`src/design/bmul_pkg.sv`:
```
// Package with shared constants and types for the radix-2 Booth multiplier.
`timescale 1ns / 1ps
`default_nettype none
package bmul_pkg;

  localparam int WIDTH_DEF = 16;
  localparam int CODE_W    = 2;

  localparam logic [CODE_W-1:0] CODE_TWOS     = 2'd0;
  localparam logic [CODE_W-1:0] CODE_SIGN_MAG = 2'd1;
  localparam logic [CODE_W-1:0] CODE_ONES     = 2'd2;

  typedef enum logic {
    ST_IDLE,
    ST_RUN
  } bmul_state_t;

endpackage
`default_nettype wire

```
`src/design/bmul_in_if.sv`:
```
// Input channel interface carrying two tagged operands.
`timescale 1ns / 1ps
`default_nettype none
interface bmul_in_if #(
  parameter int WIDTH = bmul_pkg::WIDTH_DEF
);
  logic                          valid;
  logic                          ready;
  logic signed [WIDTH-1:0]       multiplicand;
  logic signed [WIDTH-1:0]       multiplier;
  logic [bmul_pkg::CODE_W-1:0]   a_code;
  logic [bmul_pkg::CODE_W-1:0]   b_code;

  modport source (output valid, output multiplicand, output multiplier,
                  output a_code, output b_code, input ready);
  modport sink (input valid, input multiplicand, input multiplier,
                input a_code, input b_code, output ready);
endinterface
`default_nettype wire

```
`src/design/bmul_out_if.sv`:
```
// Result channel interface carrying the product.
`timescale 1ns / 1ps
`default_nettype none
interface bmul_out_if #(
  parameter int WIDTH = bmul_pkg::WIDTH_DEF
);
  logic                      valid;
  logic                      ready;
  logic signed [2*WIDTH-2:0] product;

  modport source (output valid, output product, input ready);
  modport sink (input valid, input product, output ready);
endinterface
`default_nettype wire

```
`src/design/booth_radix2_multiplier.sv`:
```
// Top level of the radix-2 Booth multiplier with tagged operand encodings.
// Each item carries two WIDTH-bit operands, each tagged as two's complement,
// sign-magnitude or ones' complement (an unused tag reads as two's complement),
// and yields one (2*WIDTH-1)-bit two's complement product that wraps when both
// operands are the most negative value. The Booth unit retires one multiplier
// bit per cycle with a single WIDTH+1-bit adder (the last step waits while an
// earlier product is unaccepted) and takes an item only when idle. The product
// sits in an output register, so the next item can be taken while it waits.
`timescale 1ns / 1ps
`default_nettype none
module booth_radix2_multiplier #(
  parameter int WIDTH = bmul_pkg::WIDTH_DEF
) (
  input  wire logic  clk,
  input  wire logic  rst_n,
  bmul_in_if.sink    in_if,
  bmul_out_if.source out_if
);
  import bmul_pkg::*;

  logic [WIDTH-1:0]   a_tc;
  logic [WIDTH-1:0]   b_tc;
  logic               idle;
  logic               start;
  logic [2*WIDTH-2:0] product;

  bmul_conv #(.WIDTH(WIDTH)) u_conv_a (
    .pattern (in_if.multiplicand),
    .code    (in_if.a_code),
    .twos    (a_tc)
  );

  bmul_conv #(.WIDTH(WIDTH)) u_conv_b (
    .pattern (in_if.multiplier),
    .code    (in_if.b_code),
    .twos    (b_tc)
  );

  assign in_if.ready = idle;
  assign start       = in_if.valid && idle;

  bmul_core #(.WIDTH(WIDTH)) u_core (
    .clk       (clk),
    .rst_n     (rst_n),
    .start     (start),
    .a_tc      (a_tc),
    .b_tc      (b_tc),
    .idle      (idle),
    .out_ready (out_if.ready),
    .out_valid (out_if.valid),
    .product   (product)
  );

  assign out_if.product = product;

endmodule
`default_nettype wire

```
`src/design/bmul_conv.sv`:
```
// Converter from a tagged operand encoding to two's complement.
`timescale 1ns / 1ps
`default_nettype none
module bmul_conv #(
  parameter int WIDTH = bmul_pkg::WIDTH_DEF
) (
  input  wire logic [WIDTH-1:0]            pattern,
  input  wire logic [bmul_pkg::CODE_W-1:0] code,
  output logic      [WIDTH-1:0]            twos
);
  import bmul_pkg::*;

  logic [WIDTH-1:0] mag;
  logic [WIDTH-1:0] base;
  logic             inc;

  assign mag = {1'b0, pattern[WIDTH-2:0]};

  // Negative sign-magnitude or ones' complement values are negated from the
  // magnitude or bumped by one; both negative zero patterns end up at zero.
  always_comb begin
    base = pattern;
    inc  = 1'b0;
    if (pattern[WIDTH-1]) begin
      unique case (code)
        CODE_SIGN_MAG: begin
          base = ~mag;
          inc  = 1'b1;
        end
        CODE_ONES: begin
          base = pattern;
          inc  = 1'b1;
        end
        default: begin
          base = pattern;
          inc  = 1'b0;
        end
      endcase
    end
  end

  assign twos = base + {{(WIDTH-1){1'b0}}, inc};

endmodule
`default_nettype wire

```
`src/design/bmul_core.sv`:
```
// Iterative radix-2 Booth unit with a shifting multiplier register and result register.
`timescale 1ns / 1ps
`default_nettype none
module bmul_core #(
  parameter int WIDTH = bmul_pkg::WIDTH_DEF
) (
  input  wire logic                 clk,
  input  wire logic                 rst_n,
  input  wire logic                 start,
  input  wire logic [WIDTH-1:0]     a_tc,
  input  wire logic [WIDTH-1:0]     b_tc,
  output logic                      idle,
  input  wire logic                 out_ready,
  output logic                      out_valid,
  output logic      [2*WIDTH-2:0]   product
);
  import bmul_pkg::*;

  localparam int CNT_W = $clog2(WIDTH);
  localparam logic [CNT_W-1:0] CNT_LAST = CNT_W'(WIDTH - 1);

  bmul_state_t state_r, state_nxt;

  logic [CNT_W-1:0]   cnt_r;
  logic [WIDTH:0]     p_r;
  logic [WIDTH-1:0]   q_r;
  logic               q1_r;
  logic [WIDTH-1:0]   a_r;
  logic [2*WIDTH-2:0] prod_r;
  logic               oval_r;

  logic               last;
  logic               step_en;
  logic               load_out;
  logic [WIDTH:0]     a_ext;
  logic [WIDTH:0]     sum;

  assign last  = (cnt_r == CNT_LAST);
  assign a_ext = {a_r[WIDTH-1], a_r};

  always_comb begin
    unique case ({q_r[0], q1_r})
      2'b01:   sum = p_r + a_ext;
      2'b10:   sum = p_r - a_ext;
      default: sum = p_r;
    endcase
  end

  always_comb begin
    state_nxt = state_r;
    unique case (state_r)
      ST_IDLE: begin
        if (start) begin
          state_nxt = ST_RUN;
        end
      end
      ST_RUN: begin
        if (last && (!oval_r || out_ready)) begin
          state_nxt = ST_IDLE;
        end
      end
      default: state_nxt = ST_IDLE;
    endcase
  end

  always_comb begin
    idle     = 1'b0;
    step_en  = 1'b0;
    load_out = 1'b0;
    unique case (state_r)
      ST_IDLE: idle = 1'b1;
      ST_RUN: begin
        step_en  = !last;
        load_out = last && (!oval_r || out_ready);
      end
      default: idle = 1'b0;
    endcase
  end

  always_ff @(posedge clk) begin
    if (!rst_n) begin
      state_r <= ST_IDLE;
      cnt_r   <= '0;
      oval_r  <= 1'b0;
    end else begin
      state_r <= state_nxt;
      if (start) begin
        cnt_r <= '0;
      end else if (step_en) begin
        cnt_r <= cnt_r + 1'b1;
      end
      if (load_out) begin
        oval_r <= 1'b1;
      end else if (out_ready) begin
        oval_r <= 1'b0;
      end
    end
  end

  // The final step skips the shift: the product is the unshifted partial
  // product above the multiplier bits that remain.
  always_ff @(posedge clk) begin
    if (start) begin
      a_r  <= a_tc;
      p_r  <= '0;
      q_r  <= b_tc;
      q1_r <= 1'b0;
    end else if (step_en) begin
      p_r  <= {sum[WIDTH], sum[WIDTH:1]};
      q_r  <= {sum[0], q_r[WIDTH-1:1]};
      q1_r <= q_r[0];
    end
    if (load_out) begin
      prod_r <= {sum[WIDTH-1:0], q_r[WIDTH-1:1]};
    end
  end

  assign out_valid = oval_r;
  assign product   = prod_r;

endmodule
`default_nettype wire

```
`src/flat_wrapper.sv`:
```
// flat-port wrapper written by rule: the top's interface ports become plain ports
module booth_radix2_multiplier_flat import bmul_pkg::*;
#(
  parameter int WIDTH = bmul_pkg::WIDTH_DEF
)
  (clk, rst_n, in_if_valid, in_if_multiplicand, in_if_multiplier, in_if_a_code, in_if_b_code, in_if_ready, out_if_valid, out_if_product, out_if_ready);
  bmul_in_if #(.WIDTH(WIDTH)) in_if_i ();
  bmul_out_if #(.WIDTH(WIDTH)) out_if_i ();
  input  wire logic clk;
  input  wire logic rst_n;
  input wire logic [$bits(in_if_i.valid)-1:0] in_if_valid;
  input wire logic [$bits(in_if_i.multiplicand)-1:0] in_if_multiplicand;
  input wire logic [$bits(in_if_i.multiplier)-1:0] in_if_multiplier;
  input wire logic [$bits(in_if_i.a_code)-1:0] in_if_a_code;
  input wire logic [$bits(in_if_i.b_code)-1:0] in_if_b_code;
  output wire logic [$bits(in_if_i.ready)-1:0] in_if_ready;
  output wire logic [$bits(out_if_i.valid)-1:0] out_if_valid;
  output wire logic [$bits(out_if_i.product)-1:0] out_if_product;
  input wire logic [$bits(out_if_i.ready)-1:0] out_if_ready;
  assign in_if_i.valid = in_if_valid;
  assign in_if_i.multiplicand = in_if_multiplicand;
  assign in_if_i.multiplier = in_if_multiplier;
  assign in_if_i.a_code = in_if_a_code;
  assign in_if_i.b_code = in_if_b_code;
  assign in_if_ready = in_if_i.ready;
  assign out_if_valid = out_if_i.valid;
  assign out_if_product = out_if_i.product;
  assign out_if_i.ready = out_if_ready;
  booth_radix2_multiplier #(.WIDTH(WIDTH)) u_core (.clk(clk), .rst_n(rst_n), .in_if(in_if_i), .out_if(out_if_i));
endmodule
```
`config.mk`:
```
export PLATFORM = sky130hd
export DESIGN_NAME = booth_radix2_multiplier_flat
export DESIGN_NICKNAME = d
export VERILOG_FILES = /design/src/design/bmul_pkg.sv /design/src/design/bmul_in_if.sv /design/src/design/bmul_out_if.sv /design/src/design/booth_radix2_multiplier.sv /design/src/design/bmul_conv.sv /design/src/design/bmul_core.sv /design/src/flat_wrapper.sv
export SDC_FILE = /design/constraint.sdc
export NUM_CORES = 1
export LEC_CHECK = 0
export BUFFER_PORTS_ARGS = -buffer_cell sky130_fd_sc_hd__clkbuf_2
export CAP_MARGIN = 10
export CORE_MARGIN = 1
export CORE_UTILIZATION = 46
export CTS_BUF_LIST = sky130_fd_sc_hd__clkbuf_8
export DETAILED_ROUTE_END_ITERATION = 7
export PLACE_DENSITY = 0.79
export SLEW_MARGIN = 10
export SYNTH_ARGS = -nofsm -noshare
export SYNTH_HDL_FRONTEND = slang
export SYNTH_HIERARCHICAL = 1
export SYNTH_SLANG_ARGS = --single-unit
```
`constraint.sdc`:
```
create_clock -name clk -period 2.87 [get_ports clk]
set_input_delay 0.574 -clock clk [delete_from_list [all_inputs] [get_ports clk]]
set_output_delay 0.574 -clock clk [all_outputs]
set_load 0.005 [all_outputs]
```
==> results of run 1 <==
==> cell families after synthesis <==
group                      after synthesis  synth area share (%)
AOI/OAI and AO/OA                      133                  16.5
xor gates and xnor gates                64                  9.53
DFF                                     86                  40.0
adders and majority gates               26                  5.66
muxes                                   35                  6.59
and+or+nand+nor                        201                  18.0
buffers and inverters                   49                  3.72
==> flip-flops by register name, summed over array words and instances, names as in the netlist <==
name / flops
u_core/u_core/product: 31
u_core/u_core/a_r: 16
u_core/u_core/p_r: 16
u_core/u_core/q_r: 16
u_core/u_core/cnt_r: 4
u_core/u_core/out_valid: 1
u_core/u_core/q1_r: 1
u_core/u_core/state_r: 1
==> path summary, 6_finish.rpt <==
path | startpoint | slack, ns | to | depth (start not counted)
setup / recovery | u_core/u_core/a_r[0] | -0.16 | u_core/u_core/p_r[15] | 14
hold / removal | u_core/u_core/q_r[6] | 0.46 | u_core/u_core/product[5] | 0
setup reg to reg | u_core/u_core/a_r[0] | -0.16 | u_core/u_core/p_r[15] | 14
hold reg to reg | u_core/u_core/q_r[6] | 0.46 | u_core/u_core/product[5] | 0
==> routing by layer <==
metal | vias to the layer above | GRT usage, % | wire length [µm]
met1 | 2292 | 28.3 | 6300
met2 | 152 | 32.9 | 6290
met4 | 0 | 10.9 | 317
met5 | - | 0 | 0
met3 | 24 | 3.48 | 599
li1 | 2397 | - | -
==> metrics by stage <==
stage | TNS [ns] | instance area, µm² | instances | power, W | setup slack [ns]
finish | -0.801 | 7110 | 876 | 0.00441 | -0.158
global route | -2.98 | 7110 | 876 | 0.00467 | -0.350
CTS | -0.431 | 6970 | 870 | 0.00426 | -0.115
detailed placement | -0.276 | 6690 | 850 | 0.00331 | -0.132
global placement | -0.0513 | 6690 | 850 | 0.00324 | -0.0366
floorplan | -0.00285 | 5930 | 594 | 0.00282 | -0.00285
==> final cells by class <==
class                   count  area share [%]
clock buffers               9            1.74
clock inverters             7            1.20
inverters                  20            1.06
multi-input cells         459            49.1
flip-flops and latches     86            33.1
well taps                 168            2.96
repair buffers            127            10.9
==> worst register-to-register path: cells and delay by family (launching register included) <==
family / cells / cell delay, ns
AOI/OAI and AO/OA: 1 / 0.49
xor gates and xnor gates: 1 / 0.12
adders and majority gates: 2 / 0.50
buffers and inverters: 3 / 0.39
DFF: 1 / 0.44
and+or+nand+nor: 7 / 1.03
==> where the power goes <==
part           internal [W]  leakage [nW]  switching [W]
Clock              0.000481         0.117       0.000417
Sequential          0.00152         0.780       0.000104
Combinational      0.000901          1.95       0.000993
Total               0.00290          2.85        0.00151
==> cell usage in the layout (no fill, tap or decap), drive strengths merged, types with 3 or more instances in the layout <==
| master | synthesis | final |
|---|---|---|
| nand4 | 6 | 6 |
| nand3b | 6 | 6 |
| o21ai | 23 | 23 |
| edfxtp | 63 | 63 |
| and3 | 7 | 7 |
| o211ai | 7 | 7 |
| o21a | 9 | 9 |
| clkbuf | 14 | 81 |
| or4 | 4 | 4 |
| buf | 15 | 55 |
| o2111ai | 5 | 5 |
| mux2i | 11 | 11 |
| nand3 | 14 | 14 |
| nor2 | 43 | 43 |
| mux2 | 24 | 24 |
| xnor2 | 54 | 54 |
| a211oi | 4 | 4 |
| dfxtp | 23 | 23 |
| and2 | 11 | 11 |
| o211a | 5 | 5 |
| nor2b | 10 | 10 |
| or3 | 4 | 4 |
| a21boi | 3 | 3 |
| ha | 25 | 25 |
| xor2 | 10 | 10 |
| nor4 | 5 | 5 |
| a21oi | 35 | 35 |
| inv | 20 | 23 |
| o22ai | 5 | 5 |
| a31oi | 7 | 7 |
| o31ai | 6 | 6 |
| nand2b | 5 | 5 |
| nor3 | 21 | 21 |
| a21o | 5 | 5 |
| nor3b | 3 | 3 |
| nand2 | 52 | 52 |
==> repair_timing <==
| action | 4_1_cts | 5_1_grt |
|---|---|---|
| setup endpoints to repair | 7 | 17 |
| buffers inserted | 4 | 8 |
| pin swaps | 15 | 14 |
| gates resized for setup | 7 | 22 |
| hold endpoints to repair | 0 | 0 |
==> results.ini, run 1 <==
[sta]
finalCriticalPeriod_ns = 3.03
rsz0062_at_grt = yes
maxClockFrequency_ghz = 0.330
min_period_over_period_pct = 105
setup_ws_ns = -0.158
finClkSkew_ns = 0.0141
setup_violations = 9
fin_hold_ws_ns = 0.457
slew_viol_final = 0
hold_violations = 0
slew_headroom_pct = 67.0
worstMarginPinSlew_ns = 0.491

[setup_path]
slowest_stage = o41a_1
cpMostUsedCell = buf_4
required_ns = 3.17
critPathLaunchType = flop
crit_family = simple AND/OR/NAND/NOR gates
path_cells = inv_1, ha_2, nor2b_4, and4_4, nor2_2, xnor2_1, ha_1, buf_4, buf_4, nand3_2, nand2_2, o41a_1, or3_1, nand4_1
cp.arrival_ns = 3.32
critPathMaxStageDelay_ns = 0.49
cp_max_fo = 4
path_class = flop to flop
crit_buf_inv = 3
end_kind = flop

[power_and_ir_drop]
leakagePower_nw = 2.85
p_per_area_mw_per_mm2 = 621
ir_worst_vdd_mv = 0.264

[global_route]
track_usage_pct = 21.1
grt_pass1_wl_mm = 21.9
antenna_found_initial = 0
grt_max_degree = 36
grt_overflow_total = 0
grt_pass1_vias = 4607

[yosys]
ys_types = 80
synth_top_area_cell = edfxtp_1
ys_seq_area_share_pct = 40.0
syn_avg_cell_area_um2 = 9.91
synth_top_area_share_pct = 32.1
syn-num-nets = 660
synth_top_flop_cell = edfxtp_1
async_flop_share_pct = 0
synth_edf_count = 63
yosysMostFrequentCell = edfxtp_1
ys_seq_elements = 86
synth_cells = 594
synth_area_mm2 = 0.00588
ys_top_cells_by_count = edfxtp_1, xnor2_1, nand2_1, nor2_1, a21oi_1
yosys_warnings = 6
synth_area_leaders = edfxtp_1, xnor2_1, dfxtp_1, ha_1, mux2_2

[layout]
antenna_cells = 0
fillers = 1053
nNetsFinal = 769
fin_util_pct = 58.0
drive_gt1_share_pct = 32.2
seq_area_mm2 = 0.00235
multiInputGateArea_mm2 = 0.00349
area_growth_pct = 20.8

[die]
die_h_um = 115
coreArea_mm2 = 0.0123
dieWidth_um = 115
die-area_mm2 = 0.0132
num_rows = 40
start_util_pct = 48.0
io_pins = 73

[detailed_routing]
wl_per_cell_um = 15.4
drtPass1Iterations = 5
viasPerCell = 5.55
drt_first_iter_violations = 285
drc_errors = 0
via_count = 4865
wl_mm = 13.5
ant_nets = 0

[clock_tree]
cts_hold_buf = 0
cts_tree = done
numCtsBuffers = 9
clockRootBuffer = clkbuf_8
path_clk_slew_ns = 0.09
worstSkewPairLatency_ns = 0.37
clock_path_buffers = 2
htreeDepth = 3
cts.sinks = 86

[place]
gp_congestion = 0.959
portBuffers = 72
hpwl_mm = 10.1

[run_status]
outcome = finished with violations
violations = setup timing

[job]
cap_violations = 0

[min_path]
hold_path.class = flop to flop

(Power assumes the default switching activity.)
==> run 2: changes to the inputs <==
--- a/config.mk
+++ b/config.mk
@@ -8,10 +8,10 @@
 export BUFFER_PORTS_ARGS = -buffer_cell sky130_fd_sc_hd__clkbuf_2
 export CAP_MARGIN = 10
 export CORE_MARGIN = 1
-export CORE_UTILIZATION = 46
+export CORE_UTILIZATION = 55
 export CTS_BUF_LIST = sky130_fd_sc_hd__clkbuf_8
 export DETAILED_ROUTE_END_ITERATION = 7
-export PLACE_DENSITY = 0.79
+export PLACE_DENSITY = 0.9
 export SLEW_MARGIN = 10
 export SYNTH_ARGS = -nofsm -noshare
 export SYNTH_HDL_FRONTEND = slang
==> results.ini, run 2 (synthesized netlist as in run 1, its figures left out) <==
[global_route]
grt_pass1_wl_mm = 22.6
grt_max_degree = 36
track_usage_pct = 25.5
antenna_found_initial = 0
grt_pass1_vias = 4959
grt_overflow_total = 0

[die]
num_rows = 37
io_pins = 73
die_h_um = 105
start_util_pct = 56.7
coreArea_mm2 = 0.0104
dieWidth_um = 105
die-area_mm2 = 0.0111

[sta]
setup_violations = 16
maxClockFrequency_ghz = 0.322
worstMarginPinSlew_ns = 0.633
hold_violations = 0
slew_headroom_pct = 57.7
finalCriticalPeriod_ns = 3.11
tns_ns = -1.26
finClkSkew_ns = 0.0138
min_period_over_period_pct = 108
rsz0062_at_grt = yes
setup_ws_ns = -0.236
slew_viol_final = 0

[power_and_ir_drop]
p_per_area_mw_per_mm2 = 632
swShare_pct = 36.1
p_sw_w = 0.00162
pwr-share-seq_pct = 36.2
clkPwrFrac_pct = 18.7
ir_worst_vdd_mv = 0.296
pwr-share-comb_pct = 45.1
leakagePower_nw = 2.86
p_int_w = 0.00286

[run_status]
outcome = finished with violations
violations = setup timing

[clock_tree]
numCtsBuffers = 9
cts_tree = done
cts.sinks = 86
path_clk_slew_ns = 0.09
clockRootBuffer = clkbuf_8
clock_path_buffers = 2
worstSkewPairLatency_ns = 0.37
htreeDepth = 3

[min_path]
hold_start = rst_n
hold_path.class = primary input to flop

[detailed_routing]
drt_first_iter_violations = 267
viasPerCell = 5.93
wl_per_cell_um = 16.8
wl_mm = 14.2
drtPass1Iterations = 7
via_count = 5034
drc_errors = 0
ant_nets = 0

[place]
portBuffers = 72
pre_cts_ws_ns = -0.188
placed_cell_area_mm2 = 0.00665
hpwl_mm = 10.0
gp_congestion = 0.927
place_inst = 818

[layout]
layout_commonest_cell = clkbuf_2
drive_gt1_share_pct = 32.8
fin_util_pct = 68.4
largest_reg_flops = 31
area_growth_pct = 20.5
fin_area_mm2 = 0.00709
final_cell_mix = clkbuf_2, edfxtp_1, buf_4
nNetsFinal = 774
final_cells = 849
antenna_cells = 0

[setup_path]
r2r_start = u_core/u_core/a_r[0]
path_class = flop to flop
end_kind = flop
cp_max_fo = 4
required_ns = 2.98
critPathLaunchType = flop
worstSetupStartpoint = u_core/u_core/a_r[0]
cp.arrival_ns = 3.22

[job]
cap_violations = 0

==> run 2: cell types whose count changed in the layout (fill, tap and decap cells not counted), sizes merged <==
cell | before | now
inv | 23 | 21
clkinvlp | 0 | 2
bufinv | 2 | 1
buf | 55 | 60
clkinv | 2 | 3
==> run 2: metrics by stage <==
| step | hold WS, ns | total power [W] |
|---|---|---|
| 2_1_floorplan | 0.422 | 0.00282 |
| 3_3_place_gp | 0.424 | 0.00323 |
| 3_5_place_dp | 0.437 | 0.00332 |
| 4_1_cts | 0.444 | 0.00429 |
| 5_1_grt | 0.460 | 0.00472 |
| 6_report | 0.452 | 0.00448 |
==> run 2: power by group through the flow <==
| stage | Sequential (W) | Combinational [W] | Clock, W |
|---|---|---|---|
| detailed placement | 0.00164 | 0.00168 | 0 |
| global placement | 0.00163 | 0.00159 | 0 |
| floorplan | 0.00161 | 0.00121 | 0 |
| CTS | 0.00161 | 0.00181 | 0.000858 |
| global route | 0.00163 | 0.00218 | 0.000907 |
| finish | 0.00162 | 0.00202 | 0.000839 |
==> run 2: repair_timing <==
| action | in CTS | in global routing |
|---|---|---|
| hold buffers | 0 | 0 |
| endpoints found under the setup margin | 12 | 19 |
| pin swaps | 21 | 13 |
| setup buffers | 10 | 6 |
| endpoints found under the hold margin | 0 | 0 |
| resized for setup | 14 | 17 |
==> run 2: cell type report <==
class | instances | area (µm²)
flip-flops and latches | 86 | 2350
multi-input cells | 459 | 3480
inverters | 20 | 75.1
well taps | 136 | 170
clock buffers | 9 | 124
clock inverters | 7 | 72.6
fillers | 769 | 3280
repair buffers | 132 | 818
==> run 2: worst paths after layout <==
check | end | slack (ns) | depth (start not counted)
worst min-delay path | u_core/u_core/state_r | 0.45 | 3
worst max register to register | u_core/u_core/product[30] | -0.24 | 14
worst max-delay path | u_core/u_core/product[30] | -0.24 | 14
worst min register to register | u_core/u_core/product[8] | 0.46 | 0
==> run 2: critical path, stage by stage, from the launching register on <==
cell      delay (ns)
edfxtp_1        0.43
inv_1           0.09
ha_2            0.18
nor2b_4         0.17
nand3_1         0.11
nor2_1          0.12
nor2_1          0.07
xnor2_1         0.13
ha_1            0.36
a21oi_2         0.17
o21ai_1         0.08
a2111o_1        0.44
a21oi_2         0.14
mux2i_1         0.25
nand2_1         0.10
==> run 2: layer usage <==
metal	global-route usage (%)	wire length, µm	up-vias
li1	-	-	2418
met1	30.9	5950	2367
met2	42.5	6950	194
met3	4.95	797	55
met4	14.0	542	0
met5	0	0	-
==> run 3: changes to the inputs <==
--- a/config.mk
+++ b/config.mk
@@ -8,7 +8,7 @@
 export BUFFER_PORTS_ARGS = -buffer_cell sky130_fd_sc_hd__clkbuf_2
 export CAP_MARGIN = 10
 export CORE_MARGIN = 1
-export CORE_UTILIZATION = 55
+export CORE_UTILIZATION = 57
 export CTS_BUF_LIST = sky130_fd_sc_hd__clkbuf_8
 export DETAILED_ROUTE_END_ITERATION = 7
 export PLACE_DENSITY = 0.9
==> constraint.sdc (replaced) <==
create_clock -name clk -period 3.4 [get_ports clk]
set_input_delay 0.68 -clock clk [delete_from_list [all_inputs] [get_ports clk]]
set_output_delay 0.68 -clock clk [all_outputs]
set_load 0.005 [all_outputs]
==> results.ini, run 3 (synthesized netlist as in run 1, its figures left out) <==
[run_status]
outcome = finished, final reports clean

[layout]
nNetsFinal = 723
drive_gt1_share_pct = 23.6
final_cell_mix = clkbuf_2, edfxtp_1, xnor2_1
fin_area_mm2 = 0.00658
largest_reg_flops = 31
fin_util_pct = 66.4
layout_commonest_cell = clkbuf_2
antenna_cells = 0
area_growth_pct = 11.7
fillers = 759

[clock_tree]
postCtsSetupBuffers = 0
clock_path_buffers = 2
path_clk_slew_ns = 0.08
clockRootBuffer = clkbuf_8
numCtsBuffers = 9
cts_tree = done
htreeDepth = 3
worstSkewPairLatency_ns = 0.36
cts.sinks = 86

[setup_path]
path_cells = inv_1, ha_1, nor2b_2, and4_1, nor2_1, xnor2_1, ha_1, a21oi_4, o21ai_1, a2111o_1, a21oi_1, mux2i_1, nand2_1
critPathMaxStageDelay_ns = 0.44
worstSetupStartpoint = u_core/u_core/a_r[0]
reg2regPathDepth = 13
crit_buf_inv = 1
crit_family = compound AO/OA/AOI/OAI gates
cp_max_fo = 6
path_class = flop to flop
r2r-end = u_core/u_core/product[30]
cp-endpoint = u_core/u_core/product[30]
cp.arrival_ns = 3.31
critPathLaunchType = flop
required_ns = 3.51
end_kind = flop
r2r_slack_ns = 0.19
r2r_start = u_core/u_core/a_r[0]
cpMostUsedCell = ha_1
slowest_stage = edfxtp_1
cp.depth = 13

[sta]
worstMarginPinSlew_ns = 0.862
maxClockFrequency_ghz = 0.312
finalCriticalPeriod_ns = 3.21
finClkSkew_ns = 0.0110
slew_headroom_pct = 42.3
min_period_over_period_pct = 94.3
hold_violations = 0
tns_ns = 0
slew_viol_final = 0
rsz0062_at_grt = no
setup_violations = 0

[min_path]
hold_path.class = flop to flop
min_path_cells = 0

[job]
cap_violations = 0

[place]
placed_cell_area_mm2 = 0.00634
portBuffers = 72
gp_congestion = 0.935
hpwl_mm = 9.46

[global_route]
grt_pass1_vias = 4523
grt_overflow_total = 0
grt_max_degree = 38
antenna_found_initial = 1
grt_pass1_wl_mm = 21.5
track_usage_pct = 24.6

[detailed_routing]
wl_mm = 12.7
drt_first_iter_violations = 302
drc_errors = 0
drtPass1Iterations = 5
via_count = 4776
wl_per_cell_um = 16.0
ant_nets = 0
viasPerCell = 6.01

[power_and_ir_drop]
ir_worst_vdd_mv = 0.202
leakagePower_nw = 2.61
p_per_area_mw_per_mm2 = 522

[die]
die_h_um = 104
start_util_pct = 59.4
num_rows = 36
io_pins = 73
dieWidth_um = 104
die-area_mm2 = 0.0107
coreArea_mm2 = 0.00991

-- run 3: worst min path at each step --
stage,startpoint,end,slack [ns]
2_1_floorplan,u_core/u_core/q_r[1],u_core/u_core/product[0],0.42
3_3_place_gp,u_core/u_core/q_r[2],u_core/u_core/product[1],0.43
3_5_place_dp,u_core/u_core/q_r[8],u_core/u_core/product[7],0.43
4_1_cts,u_core/u_core/q_r[8],u_core/u_core/product[7],0.45
5_1_grt,u_core/u_core/q_r[10],u_core/u_core/product[9],0.47
6_report,u_core/u_core/q_r[6],u_core/u_core/product[5],0.45
-- run 3: power by group --
part	switching [W]	internal (W)	total (W)
Combinational	0.000727	0.000567	0.00129
Clock	0.000359	0.000411	0.000770
Sequential	0.0000884	0.00128	0.00137
Total	0.00117	0.00226	0.00343
-- run 3: area by class of cell --
cell class              instances  area, µm²  share of cell area, %
flip-flops and latches         86       2350                   35.8
repair buffers                 81        428                   6.51
multi-input cells             459       3340                   50.8
well taps                     133        166                   2.53
clock buffers                   9        124                   1.88
clock inverters                 7       92.6                   1.41
inverters                      20       75.1                   1.14
-- run 3: layer usage --
metal  wire length (µm)  part of all wire (%)  track usage [%]
met1               5600                    44             32.2
met2               6050                    48             39.9
met3                711                   5.6             3.84
met4                327                   2.6             12.0
met5                  0                     0                0
-- run 3: worst register-to-register path, cell delays in order, from the launching register on --
cell and delay (ns):
edfxtp_1 0.44, inv_1 0.09, ha_1 0.16, nor2b_2 0.17
and4_1 0.29, nor2_1 0.07, xnor2_1 0.14, ha_1 0.38
a21oi_4 0.22, o21ai_1 0.11, a2111o_1 0.41, a21oi_1 0.16
mux2i_1 0.26, nand2_1 0.09
-- run 3: per-stage QoR --
stage	total power, W	setup slack, ns	instances	hold WS (ns)
2_1_floorplan	0.00237	0.300	594	0.422
5_1_grt	0.00364	0.0257	795	0.473
3_3_place_gp	0.00258	0.286	779	0.429
3_5_place_dp	0.00265	0.128	779	0.432
6_report	0.00343	0.194	795	0.453
4_1_cts	0.00342	0.102	795	0.452
-- run 3: what timing repair did --
item / 4_1_cts / 5_1_grt
setup endpoints to repair: 0 / 3
gates resized for setup: 0 / 5
hold buffers: 0 / 0
